<file path="config.mk">
export PLATFORM = sky130hd
export DESIGN_NAME = two_class_byte_send_queue_core
export DESIGN_NICKNAME = d
export VERILOG_FILES = /design/src/hdl/tcbsq_pkg.sv /design/src/hdl/tcbsq_ram.sv /design/src/hdl/tcbsq_fifo.sv /design/src/hdl/tcbsq_front.sv /design/src/hdl/tcbsq_back.sv /design/src/hdl/two_class_byte_send_queue_core.sv
export SDC_FILE = /design/constraint.sdc
export NUM_CORES = 2
export LEC_CHECK = 0
export BUFFER_PORTS_ARGS = -buffer_cell sky130_fd_sc_hd__buf_2
export CAP_MARGIN = 20
export CORE_ASPECT_RATIO = 1.75
export CORE_MARGIN = 5
export CORE_UTILIZATION = 47
export CTS_CLUSTER_DIAMETER = 30
export CTS_CLUSTER_SIZE = 12
export DETAILED_ROUTE_END_ITERATION = 6
export GPL_TIMING_DRIVEN = 0
export PLACE_DENSITY = 0.62
export RECOVER_POWER = 25
export SLEW_MARGIN = 0
export SYNTH_ARGS = -nofsm -noshare
export SYNTH_HDL_FRONTEND = slang
export SYNTH_HIERARCHICAL = 1
export SYNTH_SLANG_ARGS = --single-unit
</file>
<file path="constraint.sdc">
create_clock -name clk -period 10.6 [get_ports clk]
set_input_delay 2.12 -clock clk [delete_from_list [all_inputs] [get_ports clk]]
set_output_delay 2.12 -clock clk [all_outputs]
set_load 0.02 [all_outputs]
</file>
<file path="src/hdl/tcbsq_pkg.sv">
// Shared types and constants of the two-class byte send queue.
// Used by the front end, back end, core and checker; depends on nothing else.
`default_nettype none

package tcbsq_pkg;

  localparam int QUEUE_DEPTH        = 64;
  localparam int MAX_MESSAGE_LENGTH = 512;
  localparam int NUM_CLASSES        = 2;
  localparam int CMDQ_DEPTH         = 2;
  localparam int RESQ_DEPTH         = 2;

  localparam int ID_W      = 10;
  localparam int LEN_IN_W  = 10;
  localparam int DEL_W     = 16;
  localparam int TOTB_W    = 17;
  localparam int TOTM_W    = 8;
  localparam int OFFSET_W  = 9;
  localparam int REMAIN_W  = 10;

  // Command codes on the input item.
  localparam logic [1:0] CMD_ADD    = 2'd0;
  localparam logic [1:0] CMD_DELETE = 2'd1;
  localparam logic [1:0] CMD_CLEAR  = 2'd2;

  // Classification done by the front end.
  typedef enum logic [2:0] {
    OP_ADD_NORMAL,
    OP_ADD_PRIORITY,
    OP_DELETE,
    OP_CLEAR,
    OP_NOP
  } op_t;

  typedef enum logic [1:0] {
    BK_IDLE,
    BK_STEP,
    BK_LOAD,
    BK_RESULT
  } back_state_t;

  typedef struct packed {
    logic [1:0]          command;
    logic [ID_W-1:0]     message_id;
    logic [LEN_IN_W-1:0] message_length;
    logic                priority_req;
    logic [DEL_W-1:0]    delete_bytes;
  } in_item_t;

  typedef struct packed {
    logic                head_valid;
    logic [ID_W-1:0]     head_id;
    logic [OFFSET_W-1:0] head_offset;
    logic [REMAIN_W-1:0] head_remaining;
    logic                head_is_priority;
    logic [TOTB_W-1:0]   queued_bytes;
    logic [TOTM_W-1:0]   queued_messages;
    logic [DEL_W-1:0]    bytes_removed;
    logic [TOTM_W-1:0]   messages_retired;
    logic                add_rejected;
  } out_item_t;

  typedef struct packed {
    op_t                 op;
    logic [ID_W-1:0]     msg_id;
    logic [LEN_IN_W-1:0] msg_len;
    logic [DEL_W-1:0]    del_bytes;
  } cmd_t;

  // Largest length that is ever stored: the configured maximum, bounded by
  // what the input field can carry.
  function automatic int len_cap(input int max_len);
    int field_max;
    field_max = (2 ** LEN_IN_W) - 1;
    return (max_len > field_max) ? field_max : max_len;
  endfunction

endpackage

`default_nettype wire

</file>
<file path="src/hdl/tcbsq_ram.sv">
// Generic single-write, single-read RAM with a registered read port.
// Holds the descriptor stores of the send queue; no dependencies.
`default_nettype none

module tcbsq_ram #(
  parameter int WIDTH = 20,
  parameter int DEPTH = 64
) (
  input  wire logic                                   clk,
  input  wire logic                                   we,
  input  wire logic [((DEPTH > 1) ? $clog2(DEPTH) : 1)-1:0] waddr,
  input  wire logic [WIDTH-1:0]                       wdata,
  input  wire logic [((DEPTH > 1) ? $clog2(DEPTH) : 1)-1:0] raddr,
  output logic      [WIDTH-1:0]                       rdata
);

  logic [WIDTH-1:0] mem_r [DEPTH];

  always_ff @(posedge clk) begin
    if (we) begin
      mem_r[waddr] <= wdata;
    end
    rdata <= mem_r[raddr];
  end

endmodule

`default_nettype wire

</file>
<file path="src/hdl/tcbsq_fifo.sv">
// Small register FIFO used for the command queue and the result queue.
// Generic in width and depth; no dependencies.
`default_nettype none

module tcbsq_fifo #(
  parameter int WIDTH = 8,
  parameter int DEPTH = 2
) (
  input  wire logic             clk,
  input  wire logic             rst_n,
  input  wire logic             push,
  input  wire logic [WIDTH-1:0] wdata,
  output logic                  full,
  input  wire logic             pop,
  output logic      [WIDTH-1:0] rdata,
  output logic                  empty
);

  localparam int PW = (DEPTH > 1) ? $clog2(DEPTH) : 1;
  localparam int CW = $clog2(DEPTH + 1);

  logic [WIDTH-1:0] mem_r [DEPTH];
  logic [PW-1:0]    wr_ptr_r, wr_ptr_nxt;
  logic [PW-1:0]    rd_ptr_r, rd_ptr_nxt;
  logic [CW-1:0]    cnt_r, cnt_nxt;
  logic             do_push;
  logic             do_pop;

  assign full    = (cnt_r == CW'(DEPTH));
  assign empty   = (cnt_r == '0);
  assign do_push = push && !full;
  assign do_pop  = pop && !empty;
  assign rdata   = mem_r[rd_ptr_r];

  always_comb begin
    wr_ptr_nxt = wr_ptr_r;
    rd_ptr_nxt = rd_ptr_r;
    cnt_nxt    = cnt_r;
    if (do_push) begin
      wr_ptr_nxt = (wr_ptr_r == PW'(DEPTH - 1)) ? '0 : wr_ptr_r + PW'(1);
    end
    if (do_pop) begin
      rd_ptr_nxt = (rd_ptr_r == PW'(DEPTH - 1)) ? '0 : rd_ptr_r + PW'(1);
    end
    if (do_push && !do_pop) begin
      cnt_nxt = cnt_r + CW'(1);
    end else if (do_pop && !do_push) begin
      cnt_nxt = cnt_r - CW'(1);
    end
  end

  always_ff @(posedge clk) begin
    if (!rst_n) begin
      wr_ptr_r <= '0;
      rd_ptr_r <= '0;
      cnt_r    <= '0;
    end else begin
      wr_ptr_r <= wr_ptr_nxt;
      rd_ptr_r <= rd_ptr_nxt;
      cnt_r    <= cnt_nxt;
    end
  end

  always_ff @(posedge clk) begin
    if (do_push) begin
      mem_r[wr_ptr_r] <= wdata;
    end
  end

endmodule

`default_nettype wire

</file>
<file path="src/hdl/tcbsq_front.sv">
// Front end: accepts input items, decodes and classifies them, and queues
// the decoded commands for the back end. Uses tcbsq_pkg and tcbsq_fifo.
`default_nettype none

module tcbsq_front #(
  parameter int MAX_MESSAGE_LENGTH = tcbsq_pkg::MAX_MESSAGE_LENGTH
) (
  input  wire logic                clk,
  input  wire logic                rst_n,
  input  wire logic                in_push,
  input  tcbsq_pkg::in_item_t      in_item,
  output logic                     in_full,
  input  wire logic                cmd_pop,
  output tcbsq_pkg::cmd_t          cmd,
  output logic                     cmd_empty
);

  localparam int LEN_CAP = tcbsq_pkg::len_cap(MAX_MESSAGE_LENGTH);

  tcbsq_pkg::cmd_t cmd_in;

  always_comb begin
    cmd_in.msg_id    = in_item.message_id;
    cmd_in.del_bytes = in_item.delete_bytes;
    cmd_in.msg_len   = (32'(in_item.message_length) > LEN_CAP) ?
                       tcbsq_pkg::LEN_IN_W'(LEN_CAP) : in_item.message_length;
    unique case (in_item.command)
      tcbsq_pkg::CMD_ADD: begin
        cmd_in.op = in_item.priority_req ? tcbsq_pkg::OP_ADD_PRIORITY
                                         : tcbsq_pkg::OP_ADD_NORMAL;
      end
      // A delete of zero bytes reports exactly like a no-op.
      tcbsq_pkg::CMD_DELETE: begin
        cmd_in.op = (in_item.delete_bytes == '0) ? tcbsq_pkg::OP_NOP
                                                 : tcbsq_pkg::OP_DELETE;
      end
      tcbsq_pkg::CMD_CLEAR: begin
        cmd_in.op = tcbsq_pkg::OP_CLEAR;
      end
      default: begin
        cmd_in.op = tcbsq_pkg::OP_NOP;
      end
    endcase
  end

  tcbsq_fifo #(
    .WIDTH ($bits(tcbsq_pkg::cmd_t)),
    .DEPTH (tcbsq_pkg::CMDQ_DEPTH)
  ) u_cmdq (
    .clk   (clk),
    .rst_n (rst_n),
    .push  (in_push),
    .wdata (cmd_in),
    .full  (in_full),
    .pop   (cmd_pop),
    .rdata (cmd),
    .empty (cmd_empty)
  );

endmodule

`default_nettype wire

</file>
<file path="src/hdl/tcbsq_back.sv">
// Back end: executes decoded commands on the two descriptor classes and
// builds one result item per command. Uses tcbsq_pkg and tcbsq_ram.
`default_nettype none

module tcbsq_back #(
  parameter int QUEUE_DEPTH        = tcbsq_pkg::QUEUE_DEPTH,
  parameter int MAX_MESSAGE_LENGTH = tcbsq_pkg::MAX_MESSAGE_LENGTH
) (
  input  wire logic           clk,
  input  wire logic           rst_n,
  input  tcbsq_pkg::cmd_t     cmd,
  input  wire logic           cmd_empty,
  output logic                cmd_pop,
  output tcbsq_pkg::out_item_t res,
  output logic                res_push,
  input  wire logic           res_full
);

  localparam int NC      = tcbsq_pkg::NUM_CLASSES;
  localparam int AW      = (QUEUE_DEPTH > 1) ? $clog2(QUEUE_DEPTH) : 1;
  localparam int CW      = $clog2(QUEUE_DEPTH + 1);
  localparam int LEN_CAP = tcbsq_pkg::len_cap(MAX_MESSAGE_LENGTH);
  localparam int LW      = $clog2(LEN_CAP + 1);
  localparam int DW      = tcbsq_pkg::ID_W + LW;
  localparam int BW      = tcbsq_pkg::TOTB_W;
  localparam int MW      = tcbsq_pkg::TOTM_W;
  localparam int DLW     = tcbsq_pkg::DEL_W;

  tcbsq_pkg::back_state_t state_r, state_nxt;

  logic [AW-1:0]               rd_r   [NC];
  logic [AW-1:0]               rd_nxt [NC];
  logic [AW-1:0]               wr_r   [NC];
  logic [AW-1:0]               wr_nxt [NC];
  logic [CW-1:0]               cnt_r  [NC];
  logic [CW-1:0]               cnt_nxt[NC];
  logic [LW-1:0]               sent_r [NC];
  logic [LW-1:0]               sent_nxt[NC];
  logic [tcbsq_pkg::ID_W-1:0]  hid_r  [NC];
  logic [tcbsq_pkg::ID_W-1:0]  hid_nxt[NC];
  logic [LW-1:0]               hlen_r [NC];
  logic [LW-1:0]               hlen_nxt[NC];
  logic [BW-1:0]               tot_b_r, tot_b_nxt;
  logic [MW-1:0]               tot_m_r, tot_m_nxt;
  logic [DLW-1:0]              want_r, want_nxt;
  logic [DLW-1:0]              del_r, del_nxt;
  logic [MW-1:0]               retired_r, retired_nxt;
  logic                        rej_r, rej_nxt;
  logic                        cls_r, cls_nxt;

  logic                        has_head;
  logic                        hsel;
  logic                        cls;
  logic [AW-1:0]               rd_adv;
  logic [AW-1:0]               wr_adv;
  logic [LW-1:0]               left;
  logic [LW-1:0]               len_in;
  logic [15:0]                 off_wide;
  logic                        ram_we;
  logic [DW-1:0]               ram_wdata;
  logic [DW-1:0]               ram_rdata[NC];

  // The head to send: a partly sent normal head first, then priority,
  // then normal.
  always_comb begin
    priority if ((cnt_r[0] != '0) && (sent_r[0] != '0)) begin
      has_head = 1'b1;
      hsel     = 1'b0;
    end else if (cnt_r[1] != '0) begin
      has_head = 1'b1;
      hsel     = 1'b1;
    end else if (cnt_r[0] != '0) begin
      has_head = 1'b1;
      hsel     = 1'b0;
    end else begin
      has_head = 1'b0;
      hsel     = 1'b0;
    end
  end

  // While idle the class follows the incoming add, otherwise the head.
  assign cls    = (state_r == tcbsq_pkg::BK_IDLE) ?
                  (cmd.op == tcbsq_pkg::OP_ADD_PRIORITY) : hsel;
  assign rd_adv = (rd_r[cls] == AW'(QUEUE_DEPTH - 1)) ? '0 : rd_r[cls] + AW'(1);
  assign wr_adv = (wr_r[cls] == AW'(QUEUE_DEPTH - 1)) ? '0 : wr_r[cls] + AW'(1);
  assign left   = hlen_r[cls] - sent_r[cls];
  assign len_in = LW'(cmd.msg_len);
  assign ram_wdata = {cmd.msg_id, len_in};
  assign off_wide  = 16'(sent_r[cls]);

  for (genvar g = 0; g < NC; g++) begin : g_class
    tcbsq_ram #(
      .WIDTH (DW),
      .DEPTH (QUEUE_DEPTH)
    ) u_ram (
      .clk   (clk),
      .we    (ram_we && (cls == 1'(g))),
      .waddr (wr_r[cls]),
      .wdata (ram_wdata),
      .raddr (rd_adv),
      .rdata (ram_rdata[g])
    );
  end

  always_comb begin
    state_nxt   = state_r;
    rd_nxt      = rd_r;
    wr_nxt      = wr_r;
    cnt_nxt     = cnt_r;
    sent_nxt    = sent_r;
    hid_nxt     = hid_r;
    hlen_nxt    = hlen_r;
    tot_b_nxt   = tot_b_r;
    tot_m_nxt   = tot_m_r;
    want_nxt    = want_r;
    del_nxt     = del_r;
    retired_nxt = retired_r;
    rej_nxt     = rej_r;
    cls_nxt     = cls_r;
    cmd_pop     = 1'b0;
    res_push    = 1'b0;
    ram_we      = 1'b0;

    unique case (state_r)
      tcbsq_pkg::BK_IDLE: begin
        if (!cmd_empty) begin
          cmd_pop     = 1'b1;
          want_nxt    = '0;
          del_nxt     = '0;
          retired_nxt = '0;
          rej_nxt     = 1'b0;
          state_nxt   = tcbsq_pkg::BK_RESULT;
          unique case (cmd.op)
            tcbsq_pkg::OP_ADD_NORMAL, tcbsq_pkg::OP_ADD_PRIORITY: begin
              if (cnt_r[cls] == CW'(QUEUE_DEPTH)) begin
                rej_nxt = 1'b1;
              end else begin
                ram_we       = 1'b1;
                wr_nxt[cls]  = wr_adv;
                cnt_nxt[cls] = cnt_r[cls] + CW'(1);
                // An empty class takes its head descriptor straight away.
                if (cnt_r[cls] == '0) begin
                  hid_nxt[cls]  = cmd.msg_id;
                  hlen_nxt[cls] = len_in;
                end
                tot_b_nxt = tot_b_r + BW'(len_in);
                tot_m_nxt = tot_m_r + MW'(1);
              end
            end
            tcbsq_pkg::OP_DELETE: begin
              want_nxt  = cmd.del_bytes;
              del_nxt   = cmd.del_bytes;
              state_nxt = tcbsq_pkg::BK_STEP;
            end
            tcbsq_pkg::OP_CLEAR: begin
              rd_nxt    = '{default: '0};
              wr_nxt    = '{default: '0};
              cnt_nxt   = '{default: '0};
              sent_nxt  = '{default: '0};
              tot_b_nxt = '0;
              tot_m_nxt = '0;
            end
            default: begin
            end
          endcase
        end
      end

      tcbsq_pkg::BK_STEP: begin
        priority if ((want_r == '0) || !has_head) begin
          state_nxt = tcbsq_pkg::BK_RESULT;
        end else if (want_r >= DLW'(left)) begin
          // The whole head message goes; fetch the next descriptor if any.
          want_nxt      = want_r - DLW'(left);
          retired_nxt   = retired_r + MW'(1);
          tot_b_nxt     = tot_b_r - BW'(left);
          tot_m_nxt     = tot_m_r - MW'(1);
          cnt_nxt[cls]  = cnt_r[cls] - CW'(1);
          sent_nxt[cls] = '0;
          rd_nxt[cls]   = rd_adv;
          cls_nxt       = cls;
          if (cnt_r[cls] != CW'(1)) begin
            state_nxt = tcbsq_pkg::BK_LOAD;
          end
        end else begin
          want_nxt      = '0;
          sent_nxt[cls] = sent_r[cls] + LW'(want_r);
          tot_b_nxt     = tot_b_r - BW'(want_r);
          state_nxt     = tcbsq_pkg::BK_RESULT;
        end
      end

      tcbsq_pkg::BK_LOAD: begin
        {hid_nxt[cls_r], hlen_nxt[cls_r]} = ram_rdata[cls_r];
        state_nxt = tcbsq_pkg::BK_STEP;
      end

      tcbsq_pkg::BK_RESULT: begin
        if (!res_full) begin
          res_push  = 1'b1;
          state_nxt = tcbsq_pkg::BK_IDLE;
        end
      end

      default: begin
        state_nxt = tcbsq_pkg::BK_IDLE;
      end
    endcase
  end

  always_comb begin
    res.head_valid       = has_head;
    res.head_id          = '0;
    res.head_offset      = '0;
    res.head_remaining   = '0;
    res.head_is_priority = 1'b0;
    if (has_head) begin
      res.head_id          = hid_r[cls];
      res.head_offset      = off_wide[tcbsq_pkg::OFFSET_W-1:0];
      res.head_remaining   = tcbsq_pkg::REMAIN_W'(left);
      res.head_is_priority = cls;
    end
    res.queued_bytes     = tot_b_r;
    res.queued_messages  = tot_m_r;
    res.bytes_removed    = del_r - want_r;
    res.messages_retired = retired_r;
    res.add_rejected     = rej_r;
  end

  always_ff @(posedge clk) begin
    if (!rst_n) begin
      state_r <= tcbsq_pkg::BK_IDLE;
    end else begin
      state_r <= state_nxt;
    end
  end

  always_ff @(posedge clk) begin
    if (!rst_n) begin
      rd_r    <= '{default: '0};
      wr_r    <= '{default: '0};
      cnt_r   <= '{default: '0};
      sent_r  <= '{default: '0};
      tot_b_r <= '0;
      tot_m_r <= '0;
    end else begin
      rd_r    <= rd_nxt;
      wr_r    <= wr_nxt;
      cnt_r   <= cnt_nxt;
      sent_r  <= sent_nxt;
      tot_b_r <= tot_b_nxt;
      tot_m_r <= tot_m_nxt;
    end
  end

  always_ff @(posedge clk) begin
    hid_r     <= hid_nxt;
    hlen_r    <= hlen_nxt;
    want_r    <= want_nxt;
    del_r     <= del_nxt;
    retired_r <= retired_nxt;
    rej_r     <= rej_nxt;
    cls_r     <= cls_nxt;
  end

endmodule

`default_nettype wire

</file>
<file path="src/hdl/two_class_byte_send_queue_core.sv">
// Send queue with a normal and a priority class of message descriptors.
// Items are queued on the input side and each command gives one result
// item on the output side; both sides behave as FIFOs, and a two-entry
// command queue and a two-entry result queue let the producer and the
// consumer stall independently of the executing logic. An add, clear,
// unknown command or delete of zero bytes moves the back end from idle to
// its result state. Any other delete also passes through the step state,
// which retires one message at a time, and, while the class holds more, a
// load state that reads the next head descriptor from that class's
// descriptor RAM, whose registered read port needs it. The result state
// repeats while the result queue is full. The descriptor RAMs need no
// initialization after reset. Uses tcbsq_pkg, front, back and fifo.
`default_nettype none

module two_class_byte_send_queue_core #(
  parameter int QUEUE_DEPTH        = tcbsq_pkg::QUEUE_DEPTH,
  parameter int MAX_MESSAGE_LENGTH = tcbsq_pkg::MAX_MESSAGE_LENGTH
) (
  input  wire logic             clk,
  input  wire logic             rst_n,
  input  wire logic             in_push,
  input  tcbsq_pkg::in_item_t   in_item,
  output logic                  in_full,
  output logic                  out_empty,
  input  wire logic             out_pop,
  output tcbsq_pkg::out_item_t  out_item
);

  tcbsq_pkg::cmd_t      cmd;
  logic                 cmd_empty;
  logic                 cmd_pop;
  tcbsq_pkg::out_item_t res;
  logic                 res_push;
  logic                 res_full;

  tcbsq_front #(
    .MAX_MESSAGE_LENGTH (MAX_MESSAGE_LENGTH)
  ) u_front (
    .clk       (clk),
    .rst_n     (rst_n),
    .in_push   (in_push),
    .in_item   (in_item),
    .in_full   (in_full),
    .cmd_pop   (cmd_pop),
    .cmd       (cmd),
    .cmd_empty (cmd_empty)
  );

  tcbsq_back #(
    .QUEUE_DEPTH        (QUEUE_DEPTH),
    .MAX_MESSAGE_LENGTH (MAX_MESSAGE_LENGTH)
  ) u_back (
    .clk       (clk),
    .rst_n     (rst_n),
    .cmd       (cmd),
    .cmd_empty (cmd_empty),
    .cmd_pop   (cmd_pop),
    .res       (res),
    .res_push  (res_push),
    .res_full  (res_full)
  );

  tcbsq_fifo #(
    .WIDTH ($bits(tcbsq_pkg::out_item_t)),
    .DEPTH (tcbsq_pkg::RESQ_DEPTH)
  ) u_resq (
    .clk   (clk),
    .rst_n (rst_n),
    .push  (res_push),
    .wdata (res),
    .full  (res_full),
    .pop   (out_pop),
    .rdata (out_item),
    .empty (out_empty)
  );

endmodule

`default_nettype wire

</file>
==> impl_metrics.csv <==
group,metric,value,unit
synthesis,yosysTopAreaCellShare,72.0,%
cts,insertion_delay,0.93,ns
worst_setup_path,required,11.32,ns
die,core_area,254000,µm²
sta,relSlewSlack,-379,%
grt,grtUsageMet1,28.3,%
die,rows,245,
grt,grt_pass1_vias,66279,
synthesis,synth_most_common_cell,"edfxtp_1",
sta,hold_viol_final,0,
pwr,power.leakage,47.6,nW
sta,grt_setup_unrepaired,"no",
synthesis,yosysWarnings,6,
detailed_routing,route.detailed.drc,1,
synthesis,ys_top_cells_by_count,"edfxtp_1 (2882), mux4_2 (544), mux2i_1 (354)",
sta,worstMarginPinSlew,7.19,ns
detailed_routing,drt_iter0_drc,6430,
detailed_routing,vias,64376,
grt,antenna_found_initial,14,
die,start_util,47.2,%
cts,cts.clk_slew.worst_paths,0.05,ns
pwr,vdd_ir_drop_max,0.211,mV
flow_run,maxCapViolations,26,
synthesis,synthFlopType,"edfxtp_1",
cts,clockBufferDepth,4,
final_layout,post-route-util,55.6,%
grt,grt_use_met3,3.73,%
worst_setup_path,cp-end-kind,"flop",
cts,cts_root_buf,"clkbuf_16",
sta,fmax,98.3,MHz
final_layout,drive_gt1_share,26.2,%
cts,cts_max_level,5,
sta,fin_setup_tns,0,ns
synthesis,synth-edff-count,2882,
synthesis,synth.area.top_cells,"edfxtp_1 (72%), mux4_2 (10%), mux2i_1 (2.9%), dfxtp_1 (2.2%), mux2_2 (1.3%)",
cts,tritoncts,"done",
worst_setup_path,cp_common_cell,"a21oi_1",
worst_setup_path,worstSetupPathType,"flop to flop",
cts,cts.sinks,3017,
grt,grt_pass1_wl,475000,µm
synthesis,synth_seq_cells,3017,
detailed_routing,route.detailed.wl_per_inst,31.6,µm
synthesis,synth_area,120000,µm²
die,ioPinCount,126,
synthesis,avgSynthCellArea,19.1,µm²
detailed_routing,dr.pass1.iters,7,
sta,fin_worst_skew,0.0759,ns
sta,setup_viol,0,
synthesis,synth_top_cell_by_area,"edfxtp_1",
grt,top_usage_layer,"met2",
detailed_routing,ant_nets,0,
die,dieHeight,679,µm
grt,grtUsageMet2,45.1,%
outcome,status,"finished, violations left",
cts,numCtsBuffers,404,
final_layout,final_nets,7093,
synthesis,syn_inst,6284,
detailed_routing,totalWireLength,336000,µm
die,die_area,266000,µm²
hold_path,hp-class,"flop to flop",
grt,grt_start_max_net_pins,132,
placed_design,gp_congestion,0.927,
grt,grt_use_total,24.9,%
sta,timing.final.crit_share,95.9,%
placed_design,io_buffer_count,125,
final_layout,synthToLayoutAreaGrowth,17.8,%
worst_setup_path,cp_max_fo,10,
worst_setup_path,startpoint_type,"flop",
worst_setup_path,arrival,10.89,ns
pwr,power_density,263,nW/µm²
synthesis,synthArstFlopShare,0,%
synthesis,yosysSeqAreaShare,74.3,%
synthesis,ys_types,94,
die,fp.dieW,392,µm
grt,grt_overflow,0,
worst_setup_path,critical-path-slowest-cell,"or3b_2",
sta,post-route-min-period,10.17,ns
detailed_routing,vias_per_cell,6.05,
outcome,violations,"DRC, capacitance limit, slew limit",
placed_design,place_hpwl,230000,µm
sta,drv_slew,2036,
worst_setup_path,cp_slowest_stage_delay,0.54,ns
-- repair_timing --
action                     4_1_cts  5_1_grt
hold buffers                     0        0
setup endpoints to repair       15        3
resized for setup               28       15
setup buffers                    1        0
hold endpoints to repair         0        0
pin swaps                        1        0
-- sequential cells by signal (all words and copies together) (netlist names), 2 cells and up, named ones only --
| register | flops |
|---|---|
| u_back/cnt_r | 14 |
| u_resq/mem_r | 162 |
| u_back/tot_m_r | 8 |
| u_back/del_r | 16 |
| u_back/g_class.u_ram/mem_r | 2560 |
| u_resq/cnt_r | 2 |
| u_back/sent_r | 20 |
| u_back/wr_r | 12 |
| u_back/hid_r | 20 |
| u_back/want_r | 16 |
| u_front/u_cmdq/cnt_r | 2 |
| u_back/tot_b_r | 17 |
| u_back/hlen_r | 20 |
| u_front/u_cmdq/mem_r | 78 |
| u_back/retired_r | 8 |
| u_back/g_class.u_ram/rdata | 40 |
| u_back/state_r | 2 |
| u_back/rd_r | 12 |
-- stage by stage --
step           setup slack (ns)  cell area, µm²  hold WS [ns]  total power (W)  instances
2_1_floorplan              1.64          120000         0.424           0.0204       6289
3_3_place_gp              -2.25          125000         0.447           0.0235       9748
3_5_place_dp              -2.34          129000         0.445           0.0239       9890
4_1_cts                  0.0398          142000         0.462           0.0374      10632
5_1_grt                  0.0631          141000         0.490           0.0385      10636
6_report                  0.431          142000         0.463           0.0372      10648
-- layout make-up --
class	count	area (µm²)
Clock inverter	282	2940
Tap cell	3334	4170
Fill cell	19387	113000
Buffer	334	1770
Timing Repair Buffer	273	3060
Inverter	78	298
Sequential cell	3017	89200
Antenna cell	13	32.5
Multi-Input combinational cell	2857	29500
Clock buffer	460	10500
-- worst max-delay path, delay by kind of cell, from the launching register on --
family / cells / cell delay [ns]
muxes: 2 / 0.64
and+or+nand+nor: 8 / 1.71
DFF: 1 / 0.37
adders and majority gates: 5 / 1.71
buffers and inverters: 7 / 1.40
AOI/OAI and AO/OA: 15 / 3.82
xor gates and xnor gates: 1 / 0.33
-- cell families (layout without fill, tap and decap cells) --
kind of cell	after synthesis	in the layout	share of synthesized area, %
other	1	19	0.00312
DFF	3017	3017	74.3
buffers and inverters	415	1427	1.71
AOI/OAI and AO/OA	814	814	4.63
adders and majority gates	89	89	0.957
and+or+nand+nor	817	817	3.27
muxes	1043	1043	14.5
xor gates and xnor gates	88	88	0.648
-- layer usage --
layer  vias up  share of wire [%]
met1     33638                 34
met5         -                  0
met3       814                6.0
met2      2752                 53
met4         0                6.8
li1      27172                  -
-- power by group --
part	total (W)	leakage, nW	switching [W]	internal (W)
clock	0.0134	6.50	0.00524	0.00815
sequential	0.0152	27.2	0.000235	0.0150
combinational	0.00860	14.0	0.00594	0.00265
-- layout by cell type (no fill, tap or decap), types with 135 or more instances in the layout --
master | netlist | layout
edfxtp_1 | 2882 | 2882
mux4_2 | 544 | 544
clkbuf_16 | 0 | 411
mux2i_1 | 354 | 352
clkbuf_1 | 154 | 236
buf_2 | 95 | 191
nand2_1 | 170 | 170
nor2_1 | 291 | 164
o21ai_0 | 141 | 140
dfxtp_1 | 135 | 135
-- final timing paths --
kind	depth (start not counted)	end	startpoint	slack, ns
max reg2reg	38	u_back/tot_b_r[16]$_SDFFE_PN0P_	flop	0.43
max	38	u_back/tot_b_r[16]$_SDFFE_PN0P_	flop	0.43
min	1	u_back/rd_r[11]$_SDFFE_PN0P_	u_back/rd_r[11]$_SDFFE_PN0P_	0.46
min reg2reg	1	u_back/rd_r[11]$_SDFFE_PN0P_	u_back/rd_r[11]$_SDFFE_PN0P_	0.46
Note: power is estimated with default switching activity, not from simulation.
